`src/rtl/core/upc_pkg.sv`:
```
package upc_pkg;

    // Input item: one message byte and its end marker
    typedef struct packed {
        logic [7:0] data_byte;
        logic       end_of_message;
    } in_item_t;

    // Result item: one converted byte and its end marker
    typedef struct packed {
        logic [7:0] out_byte;
        logic       out_last;
    } out_item_t;

    // Bytes caused by one input item, oldest in slot 0
    typedef struct packed {
        logic [2:0][7:0] bytes;
        logic [1:0]      count;
        logic            last;
    } bundle_t;

    // Configuration register indexes
    localparam logic CFG_DIRECTION = 1'b0;
    localparam logic CFG_PLUS      = 1'b1;

    // Decoder hold states
    localparam logic [1:0] HOLD_NONE    = 2'd0;
    localparam logic [1:0] HOLD_PERCENT = 2'd1;
    localparam logic [1:0] HOLD_DIGIT   = 2'd2;

    // Characters
    localparam logic [7:0] CHAR_PERCENT = 8'h25;
    localparam logic [7:0] CHAR_PLUS    = 8'h2B;
    localparam logic [7:0] CHAR_SPACE   = 8'h20;
    localparam logic [7:0] CHAR_DASH    = 8'h2D;
    localparam logic [7:0] CHAR_DOT     = 8'h2E;
    localparam logic [7:0] CHAR_USCORE  = 8'h5F;
    localparam logic [7:0] CHAR_TILDE   = 8'h7E;
    localparam logic [7:0] CHAR_ZERO    = 8'h30;
    localparam logic [7:0] CHAR_NINE    = 8'h39;
    localparam logic [7:0] CHAR_UPPER_A = 8'h41;
    localparam logic [7:0] CHAR_UPPER_F = 8'h46;
    localparam logic [7:0] CHAR_UPPER_Z = 8'h5A;
    localparam logic [7:0] CHAR_LOWER_A = 8'h61;
    localparam logic [7:0] CHAR_LOWER_F = 8'h66;
    localparam logic [7:0] CHAR_LOWER_Z = 8'h7A;
    // Offsets that map 'A'..'F' and 'a'..'f' onto 10..15
    localparam logic [7:0] UPPER_HEX_OFS = 8'h37;
    localparam logic [7:0] LOWER_HEX_OFS = 8'h57;

    function automatic logic is_digit(input logic [7:0] c);
        return (c >= CHAR_ZERO) && (c <= CHAR_NINE);
    endfunction

    function automatic logic is_hex(input logic [7:0] c);
        return is_digit(c)
            || ((c >= CHAR_UPPER_A) && (c <= CHAR_UPPER_F))
            || ((c >= CHAR_LOWER_A) && (c <= CHAR_LOWER_F));
    endfunction

    function automatic logic [3:0] hex_val(input logic [7:0] c);
        logic [7:0] t;
        if (is_digit(c))
        begin
            t = c - CHAR_ZERO;
        end
        else if (c <= CHAR_UPPER_F)
        begin
            t = c - UPPER_HEX_OFS;
        end
        else
        begin
            t = c - LOWER_HEX_OFS;
        end
        return t[3:0];
    endfunction

    function automatic logic is_unreserved(input logic [7:0] c);
        return is_digit(c)
            || ((c >= CHAR_UPPER_A) && (c <= CHAR_UPPER_Z))
            || ((c >= CHAR_LOWER_A) && (c <= CHAR_LOWER_Z))
            || (c == CHAR_DASH) || (c == CHAR_USCORE)
            || (c == CHAR_DOT) || (c == CHAR_TILDE);
    endfunction

    // Upper-case hex digit for a nibble
    function automatic logic [7:0] hex_digit(input logic [3:0] n);
        if (n < 4'd10)
        begin
            return CHAR_ZERO + {4'h0, n};
        end
        return UPPER_HEX_OFS + {4'h0, n};
    endfunction

endpackage

```
`src/rtl/core/url_percent_codec.sv`:
```
// Path: an accepted item's bytes are written to the bundle queue, then loaded into the
// back stage's current-bundle register, which drives the result port.
// Throughput: one result byte per cycle while pop is held; an encoded byte gives up to
// three result bytes, so the single result port sets the sustained rate. Input is taken
// every cycle while the bundle queue has room.
// Reset (rst_n, async, active low) clears both registers, held decode state, the
// queue and the output stage; full is low out of reset, so input is taken after release.
module url_percent_codec #(
    parameter int QUEUE_DEPTH = 2
) (
    input  logic               clk,
    input  logic               rst_n,
    input  logic               cfg_we,
    input  logic               cfg_index,
    input  logic               cfg_data,
    input  logic               push,
    output logic               full,
    input  upc_pkg::in_item_t  in_item,
    output logic               empty,
    input  logic               pop,
    output upc_pkg::out_item_t out_item
);

    logic             q_push;
    logic             q_full;
    logic             q_pop;
    logic             q_empty;
    upc_pkg::bundle_t q_wr_data;
    upc_pkg::bundle_t q_rd_data;

    // Front: classify bytes, hold decode state
    upc_front u_front (
        .clk       (clk),
        .rst_n     (rst_n),
        .cfg_we    (cfg_we),
        .cfg_index (cfg_index),
        .cfg_data  (cfg_data),
        .push      (push),
        .full      (full),
        .in_item   (in_item),
        .q_push    (q_push),
        .q_data    (q_wr_data),
        .q_full    (q_full)
    );

    // Bundle queue between front and back
    upc_queue #(
        .QUEUE_DEPTH (QUEUE_DEPTH)
    ) u_queue (
        .clk     (clk),
        .rst_n   (rst_n),
        .wr_en   (q_push),
        .wr_data (q_wr_data),
        .q_full  (q_full),
        .rd_en   (q_pop),
        .rd_data (q_rd_data),
        .q_empty (q_empty)
    );

    // Back: serialize bundles onto the result port
    upc_back u_back (
        .clk      (clk),
        .rst_n    (rst_n),
        .q_data   (q_rd_data),
        .q_empty  (q_empty),
        .q_pop    (q_pop),
        .out_item (out_item),
        .empty    (empty),
        .pop      (pop)
    );

endmodule

```
`src/rtl/core/upc_front.sv`:
```
module upc_front (
    input  logic              clk,
    input  logic              rst_n,
    input  logic              cfg_we,
    input  logic              cfg_index,
    input  logic              cfg_data,
    input  logic              push,
    output logic              full,
    input  upc_pkg::in_item_t in_item,
    output logic              q_push,
    output upc_pkg::bundle_t  q_data,
    input  logic              q_full
);

    logic       direction_reg;
    logic       plus_reg;
    logic [1:0] pending_reg;
    logic [1:0] pending_next;
    logic [7:0] held_reg;
    logic [7:0] held_next;
    logic       accept;

    upc_pkg::bundle_t bundle;

    assign full   = q_full;
    assign accept = push && !q_full;

    // Classify the byte and build the bytes it causes
    always_comb
    begin
        logic [7:0] b;
        logic [1:0] n;
        logic       pend_pct;
        b        = in_item.data_byte;
        n        = 2'd0;
        pend_pct = 1'b0;
        bundle   = '0;
        pending_next = upc_pkg::HOLD_NONE;
        held_next    = held_reg;
        if (!direction_reg)
        begin
            // encode
            if (upc_pkg::is_unreserved(b))
            begin
                bundle.bytes[0] = b;
                n = 2'd1;
            end
            else if ((b == upc_pkg::CHAR_SPACE) && plus_reg)
            begin
                bundle.bytes[0] = upc_pkg::CHAR_PLUS;
                n = 2'd1;
            end
            else
            begin
                bundle.bytes[0] = upc_pkg::CHAR_PERCENT;
                bundle.bytes[1] = upc_pkg::hex_digit(b[7:4]);
                bundle.bytes[2] = upc_pkg::hex_digit(b[3:0]);
                n = 2'd3;
            end
        end
        else
        begin
            // decode: first settle what was held
            logic fresh;
            fresh = 1'b0;
            unique case (pending_reg)
                upc_pkg::HOLD_PERCENT:
                begin
                    if (upc_pkg::is_hex(b))
                    begin
                        pending_next = upc_pkg::HOLD_DIGIT;
                        held_next    = b;
                    end
                    else
                    begin
                        bundle.bytes[0] = upc_pkg::CHAR_PERCENT;
                        n = 2'd1;
                        fresh = 1'b1;
                    end
                end
                upc_pkg::HOLD_DIGIT:
                begin
                    if (upc_pkg::is_hex(b))
                    begin
                        bundle.bytes[0] = {upc_pkg::hex_val(held_reg), upc_pkg::hex_val(b)};
                        n = 2'd1;
                    end
                    else
                    begin
                        bundle.bytes[0] = upc_pkg::CHAR_PERCENT;
                        bundle.bytes[1] = held_reg;
                        n = 2'd2;
                        fresh = 1'b1;
                    end
                end
                default:
                begin
                    fresh = 1'b1;
                end
            endcase
            // breaking byte, or byte with nothing held
            if (fresh)
            begin
                if (b == upc_pkg::CHAR_PERCENT)
                begin
                    pending_next = upc_pkg::HOLD_PERCENT;
                    pend_pct = 1'b1;
                end
                else
                begin
                    bundle.bytes[n] = ((b == upc_pkg::CHAR_PLUS) && plus_reg)
                                    ? upc_pkg::CHAR_SPACE : b;
                    n = n + 2'd1;
                end
            end
            // flush held bytes at end of message
            if (in_item.end_of_message)
            begin
                if (pending_next != upc_pkg::HOLD_NONE)
                begin
                    bundle.bytes[n] = upc_pkg::CHAR_PERCENT;
                    n = n + 2'd1;
                end
                if ((pending_next == upc_pkg::HOLD_DIGIT) && !pend_pct)
                begin
                    bundle.bytes[n] = held_next;
                    n = n + 2'd1;
                end
                pending_next = upc_pkg::HOLD_NONE;
            end
        end
        bundle.count = n;
        bundle.last  = in_item.end_of_message;
    end

    assign q_push = accept && (bundle.count != 2'd0);
    assign q_data = bundle;

    // Configuration and decoder hold state; a direction write drops held bytes
    always_ff @(posedge clk or negedge rst_n)
    begin
        if (!rst_n)
        begin
            direction_reg <= 1'b0;
            plus_reg      <= 1'b0;
            pending_reg   <= upc_pkg::HOLD_NONE;
            held_reg      <= 8'h00;
        end
        else
        begin
            if (cfg_we && (cfg_index == upc_pkg::CFG_DIRECTION))
            begin
                pending_reg <= upc_pkg::HOLD_NONE;
            end
            else if (accept)
            begin
                pending_reg <= pending_next;
            end
            if (accept)
            begin
                held_reg <= held_next;
            end
            if (cfg_we)
            begin
                unique case (cfg_index)
                    upc_pkg::CFG_DIRECTION:
                    begin
                        direction_reg <= cfg_data;
                    end
                    upc_pkg::CFG_PLUS:
                    begin
                        plus_reg <= cfg_data;
                    end
                endcase
            end
        end
    end

`ifndef SYNTH
    a_pending_range: assert property (@(posedge clk) disable iff (!rst_n)
        pending_reg != 2'd3)
        else $error("hold state out of range");
    a_encode_no_hold: assert property (@(posedge clk) disable iff (!rst_n)
        !direction_reg |-> (pending_reg == upc_pkg::HOLD_NONE))
        else $error("bytes held in encode mode");
    a_dir_write_clears: assert property (@(posedge clk) disable iff (!rst_n)
        (cfg_we && (cfg_index == upc_pkg::CFG_DIRECTION))
        |=> (pending_reg == upc_pkg::HOLD_NONE))
        else $error("direction write left bytes held");
    a_eom_no_result: assert property (@(posedge clk) disable iff (!rst_n)
        (accept && in_item.end_of_message) |-> q_push)
        else $error("end of message produced no bytes");
`endif

endmodule

```
`src/rtl/core/upc_queue.sv`:
```
module upc_queue #(
    parameter int QUEUE_DEPTH = 2
) (
    input  logic             clk,
    input  logic             rst_n,
    input  logic             wr_en,
    input  upc_pkg::bundle_t wr_data,
    output logic             q_full,
    input  logic             rd_en,
    output upc_pkg::bundle_t rd_data,
    output logic             q_empty
);

    localparam int PTR_W = (QUEUE_DEPTH > 1) ? $clog2(QUEUE_DEPTH) : 1;
    localparam int CNT_W = $clog2(QUEUE_DEPTH + 1);
    localparam logic [PTR_W-1:0] LAST_PTR = PTR_W'(QUEUE_DEPTH - 1);
    localparam logic [CNT_W-1:0] DEPTH_CNT = CNT_W'(QUEUE_DEPTH);

    upc_pkg::bundle_t mem_reg [QUEUE_DEPTH];
    logic [PTR_W-1:0] wr_ptr_reg;
    logic [PTR_W-1:0] rd_ptr_reg;
    logic [CNT_W-1:0] count_reg;
    logic             do_wr;
    logic             do_rd;

    assign q_full  = (count_reg == DEPTH_CNT);
    assign q_empty = (count_reg == '0);
    assign do_wr   = wr_en && !q_full;
    assign do_rd   = rd_en && !q_empty;
    assign rd_data = mem_reg[rd_ptr_reg];

    // Storage
    always_ff @(posedge clk)
    begin
        if (do_wr)
        begin
            mem_reg[wr_ptr_reg] <= wr_data;
        end
    end

    // Pointers and fill count
    always_ff @(posedge clk or negedge rst_n)
    begin
        if (!rst_n)
        begin
            wr_ptr_reg <= '0;
            rd_ptr_reg <= '0;
            count_reg  <= '0;
        end
        else
        begin
            if (do_wr)
            begin
                wr_ptr_reg <= (wr_ptr_reg == LAST_PTR) ? '0 : wr_ptr_reg + 1'b1;
            end
            if (do_rd)
            begin
                rd_ptr_reg <= (rd_ptr_reg == LAST_PTR) ? '0 : rd_ptr_reg + 1'b1;
            end
            if (do_wr && !do_rd)
            begin
                count_reg <= count_reg + 1'b1;
            end
            else if (do_rd && !do_wr)
            begin
                count_reg <= count_reg - 1'b1;
            end
        end
    end

`ifndef SYNTH
    a_count_range: assert property (@(posedge clk) disable iff (!rst_n)
        count_reg <= DEPTH_CNT)
        else $error("queue count overflow");
    a_no_write_full: assert property (@(posedge clk) disable iff (!rst_n)
        !(wr_en && q_full))
        else $error("write into full queue");
    a_no_read_empty: assert property (@(posedge clk) disable iff (!rst_n)
        !(rd_en && q_empty))
        else $error("read from empty queue");
`endif

endmodule

```
`src/rtl/core/upc_back.sv`:
```
module upc_back (
    input  logic               clk,
    input  logic               rst_n,
    input  upc_pkg::bundle_t   q_data,
    input  logic               q_empty,
    output logic               q_pop,
    output upc_pkg::out_item_t out_item,
    output logic               empty,
    input  logic               pop
);

    upc_pkg::bundle_t cur_reg;
    logic             cur_valid_reg;
    logic [1:0]       idx_reg;
    logic             final_byte;
    logic             take;
    logic             load;

    assign final_byte = (idx_reg == (cur_reg.count - 2'd1));
    assign take       = pop && cur_valid_reg;
    assign load       = !cur_valid_reg || (take && final_byte);
    assign q_pop      = load && !q_empty;

    // Result ports come straight from the current bundle
    assign empty             = !cur_valid_reg;
    assign out_item.out_byte = cur_reg.bytes[idx_reg];
    assign out_item.out_last = cur_reg.last && final_byte;

    always_ff @(posedge clk)
    begin
        if (q_pop)
        begin
            cur_reg <= q_data;
        end
    end

    // Step through the bundle one byte per pop
    always_ff @(posedge clk or negedge rst_n)
    begin
        if (!rst_n)
        begin
            cur_valid_reg <= 1'b0;
            idx_reg       <= 2'd0;
        end
        else if (load)
        begin
            cur_valid_reg <= !q_empty;
            idx_reg       <= 2'd0;
        end
        else if (take)
        begin
            idx_reg <= idx_reg + 2'd1;
        end
    end

`ifndef SYNTH
    a_bundle_nonempty: assert property (@(posedge clk) disable iff (!rst_n)
        cur_valid_reg |-> (cur_reg.count != 2'd0))
        else $error("empty bundle loaded");
    a_idx_in_range: assert property (@(posedge clk) disable iff (!rst_n)
        cur_valid_reg |-> (idx_reg < cur_reg.count))
        else $error("byte index past bundle");
    a_idle_idx_zero: assert property (@(posedge clk) disable iff (!rst_n)
        !cur_valid_reg |-> (idx_reg == 2'd0))
        else $error("index not reset while idle");
`endif

endmodule

```
`config.mk`:
```
export PLATFORM = sky130hd
export DESIGN_NAME = url_percent_codec
export DESIGN_NICKNAME = d
export VERILOG_FILES = /design/src/rtl/core/upc_pkg.sv /design/src/rtl/core/url_percent_codec.sv /design/src/rtl/core/upc_front.sv /design/src/rtl/core/upc_queue.sv /design/src/rtl/core/upc_back.sv
export SDC_FILE = /design/constraint.sdc
export NUM_CORES = 1
export LEC_CHECK = 0
export BUFFER_PORTS_ARGS = -buffer_cell sky130_fd_sc_hd__buf_2
export CAP_MARGIN = 0
export CORE_MARGIN = 2
export CORE_UTILIZATION = 65
export CTS_BUF_LIST = sky130_fd_sc_hd__clkbuf_16
export CTS_CLUSTER_SIZE = 12
export DETAILED_ROUTE_END_ITERATION = 6
export HOLD_SLACK_MARGIN = 0.12
export PLACE_DENSITY = 0.83
export REMOVE_ABC_BUFFERS = 1
export SLEW_MARGIN = 10
export SYNTH_ARGS = -nofsm -noshare
export SYNTH_HDL_FRONTEND = slang
export SYNTH_HIERARCHICAL = 1
export SYNTH_SLANG_ARGS = --single-unit
```
`constraint.sdc`:
```
create_clock -name clk -period 7.6 [get_ports clk]
set_clock_uncertainty 0.15 [all_clocks]
set_input_delay 1.14 -clock clk [delete_from_list [all_inputs] [get_ports clk]]
set_output_delay 1.14 -clock clk [all_outputs]
set_load 0.005 [all_outputs]
```
==> results.tsv <==
metric	value	unit
status	finished, final reports clean	
max-slew-margin-rel	22.9	%
hpwl	10900	microns
holdPathStages	1	
cts.clk_slew.worst_paths	0.06	ns
criticalPathCategory	in2reg	
worstSetupStartpoint	in_item[1]	
row_count	35	
n_fill_cell	679	
io_buffer_count	26	
endpoint_kind	register	
dr.pass1.iters	7	
clock_path_buffers	2	
async_flop_share	19.0	%
reg2reg_setup_slack	2.66	ns
hp-class	reg2reg	
yosys.cell_types.count	77	
place.gp.congestion	0.996	
grt.overflow.total	0	
post-cts-setup-buffer-count	0	
total_leakage_power	2.47	nW
timing.rr.start	u_front/pending_reg[0]$_DFFE_PN0P_	
drive_above_1_share	17.5	%
cp.depth	21	
ys_warn_count	6	
die_w	101	microns
synth_edf_count	81	
finalSetupTns	0	ns
synth_ff_type	edfxtp_1	
core_area	0.00920	sq mm
cap_violations	0	
routed_wl	15700	microns
io_pins	27	
hold_viol_final	0	
drc	0	
via_per_inst	7.00	
start_kind	primary input	
wire_per_inst	23.0	microns
start_util	66.9	%
p_total	1.85	mW
ff2ff_path_depth	16	
worst_pin_slew	1.15	ns
cts_hold_buf	0	
ys_seq_area_share	47.3	%
grt_pass1_vias	4663	
drtIter0Drc	533	
synth_seq_cells	100	
cts_sinks	100	
power_density	281	mW/mm^2
crit_fanout	12	
netlist.top_cell.by_area	edfxtp_1	
cp_num_buf_inv	5	
syn-cell-area	0.00615	sq mm
largest_register_ffs	54	
slowest_stage	a311oi_1	
finalCritPeriodShare	87.6	%
antenna_found_initial	0	
vias	4776	
crit_path_max_incr_delay	0.54	ns
grt_pass1_wl	24700	microns
clk_latency	0.33	ns
endpoint	u_queue/mem_reg[0][13]$_DFFE_PP_	
grt_max_degree	29	
area_delta_synth_final	6.91	%
gr-usage-all-layers	31.6	%
r2r-end	u_queue/mem_reg[0][13]$_DFFE_PP_	
setup_viol	0	
avgSynthCellArea	11.0	sq um
diodes	0	
cp.required	7.46	ns
root_buffer	clkbuf_16	
layout.nets	609	
crit_family	compound AO/OA/AOI/OAI gates	
netlist_instances	558	
ys_top_cells_by_area	edfxtp_1, dfrtp_1, ha_1	
final-max-slew-violation-count	0	
die_h	101	microns
ctsResizeCount	0	
cp_cell_sequence	buf_2 > inv_1 > ha_1 > or2_1 > a31oi_1 > or4_1 > nand3_1 > mux2_4 > inv_1 > ha_1 > a32o_1 > inv_1 > ha_1 > o21ai_0 > and3_1 > inv_1 > ha_1 > a21boi_0 > o221a_2 > a311oi_1 > o21ai_0	
utilization	71.5	%
cts_tree	done	
htreeDepth	3	
synth_top_area_share	39.5	%
peakVddDrop	0.170	mV
max_freq	0.150	GHz
drtAntennaViolNets	0	
rsz0062_at_grt	false	
crit_arrival	6.52	ns
dieArea	0.0103	sq mm
period_minus_slack	6.66	ns
cts_buffers	9	
[cells by family (layout without fill, tap and decap cells)]
| kind of cell | after synthesis | after routing | synth area share [%] |
|---|---|---|---|
| AO/OA/AOI/OAI | 147 | 147 | 17.1 |
| AND/OR/NAND/NOR | 166 | 166 | 14.2 |
| flip-flops | 100 | 100 | 47.3 |
| multiplexers | 43 | 43 | 8.85 |
| XOR/XNOR | 14 | 14 | 2.11 |
| adder cells (fa/ha/maj) | 26 | 26 | 5.29 |
| buffers and inverters | 62 | 75 | 5.21 |
[through the flow]
step / cell area (sq um) / setup WS, ns / hold slack [ns] / instances
6_report: 6580 / 0.943 / 0.368 / 682
5_1_grt: 6580 / 0.774 / 0.381 / 682
4_1_cts: 6580 / 1.25 / 0.368 / 682
3_5_place_dp: 6260 / 0.911 / 0.355 / 667
3_3_place_gp: 6260 / 1.07 / 0.356 / 667
2_1_floorplan: 5930 / 0.784 / 0.311 / 523
[synth_stat cells (all sizes together) (5+ instances only)]
master,count
a21oi,22
a22oi,5
a31oi,13
a32oi,7
and2,6
and3,9
buf,18
clkbuf,17
dfrtp,19
edfxtp,81
ha,26
inv,27
mux2,31
mux2i,12
nand2,59
nand2b,10
nand3,12
nand4,9
nor2,23
nor2b,7
nor3,11
o21ai,42
o221ai,11
or3,5
xnor2,9
xor2,5
[worst min-delay path by stage]
stage	from	to
2_1_floorplan	u_queue/wr_ptr_reg$_DFFE_PN0P_	u_queue/wr_ptr_reg$_DFFE_PN0P_
6_report	u_queue/wr_ptr_reg$_DFFE_PN0P_	u_queue/wr_ptr_reg$_DFFE_PN0P_
3_5_place_dp	u_queue/wr_ptr_reg$_DFFE_PN0P_	u_queue/wr_ptr_reg$_DFFE_PN0P_
3_3_place_gp	u_queue/count_reg[1]$_DFFE_PN0P_	u_queue/count_reg[1]$_DFFE_PN0P_
5_1_grt	u_queue/wr_ptr_reg$_DFFE_PN0P_	u_queue/wr_ptr_reg$_DFFE_PN0P_
4_1_cts	u_queue/wr_ptr_reg$_DFFE_PN0P_	u_queue/wr_ptr_reg$_DFFE_PN0P_
[cell type report]
cell class / instances / area (sq um) / area share, %
well taps: 111 / 139 / 2.11
inverters: 27 / 101 / 1.54
repair buffers: 33 / 183 / 2.78
multi-input cells: 396 / 2930 / 44.6
clock inverters: 6 / 88.8 / 1.35
flip-flops and latches: 100 / 2910 / 44.2
clock buffers: 9 / 225 / 3.42
[metal layers]
layer | up-vias | track usage, % | wire length [microns]
met1 | 2252 | 39.9 | 6130
met5 | - | 0 | 0
met3 | 82 | 4.69 | 1270
li1 | 2122 | - | -
met2 | 320 | 51.7 | 7310
met4 | 0 | 19.0 | 1010
[cells in the final DEF (no fill, tap or decap), drive strengths merged, types with 3 or more instances in the layout]
cell    count
nor3       11
nor2       23
a32oi       7
a21oi      22
a211oi      3
o221a       3
dfrtp      19
a22oi       5
o21ai      42
nand2      59
inv        29
xor2        5
and2        6
xnor2       9
nor4        4
and3        9
or3         5
nand3      12
o31ai       4
mux2i      12
nand2b     10
a31oi      13
o221ai     11
buf        33
nand4       9
ha         26
mux2       31
o22ai       4
clkbuf      9
o211ai      4
nor2b       7
edfxtp     81
[worst register-to-register path, delay by kind of cell, from the launching register on]
kind	cells	cell delay (ns)
DFF	1	0.40
adders and majority gates	4	1.28
buffers and inverters	3	0.22
AOI/OAI and AO/OA	6	1.66
and+or+nand+nor	3	0.90
[where the power goes]
group / switching (mW) / leakage [nW] / internal (mW)
registers: 0.0767 / 0.991 / 0.783
clock network: 0.191 / 0.153 / 0.287
logic: 0.277 / 1.32 / 0.231
total: 0.544 / 2.47 / 1.30
No activity file was read; power rests on OpenSTA's default activity.
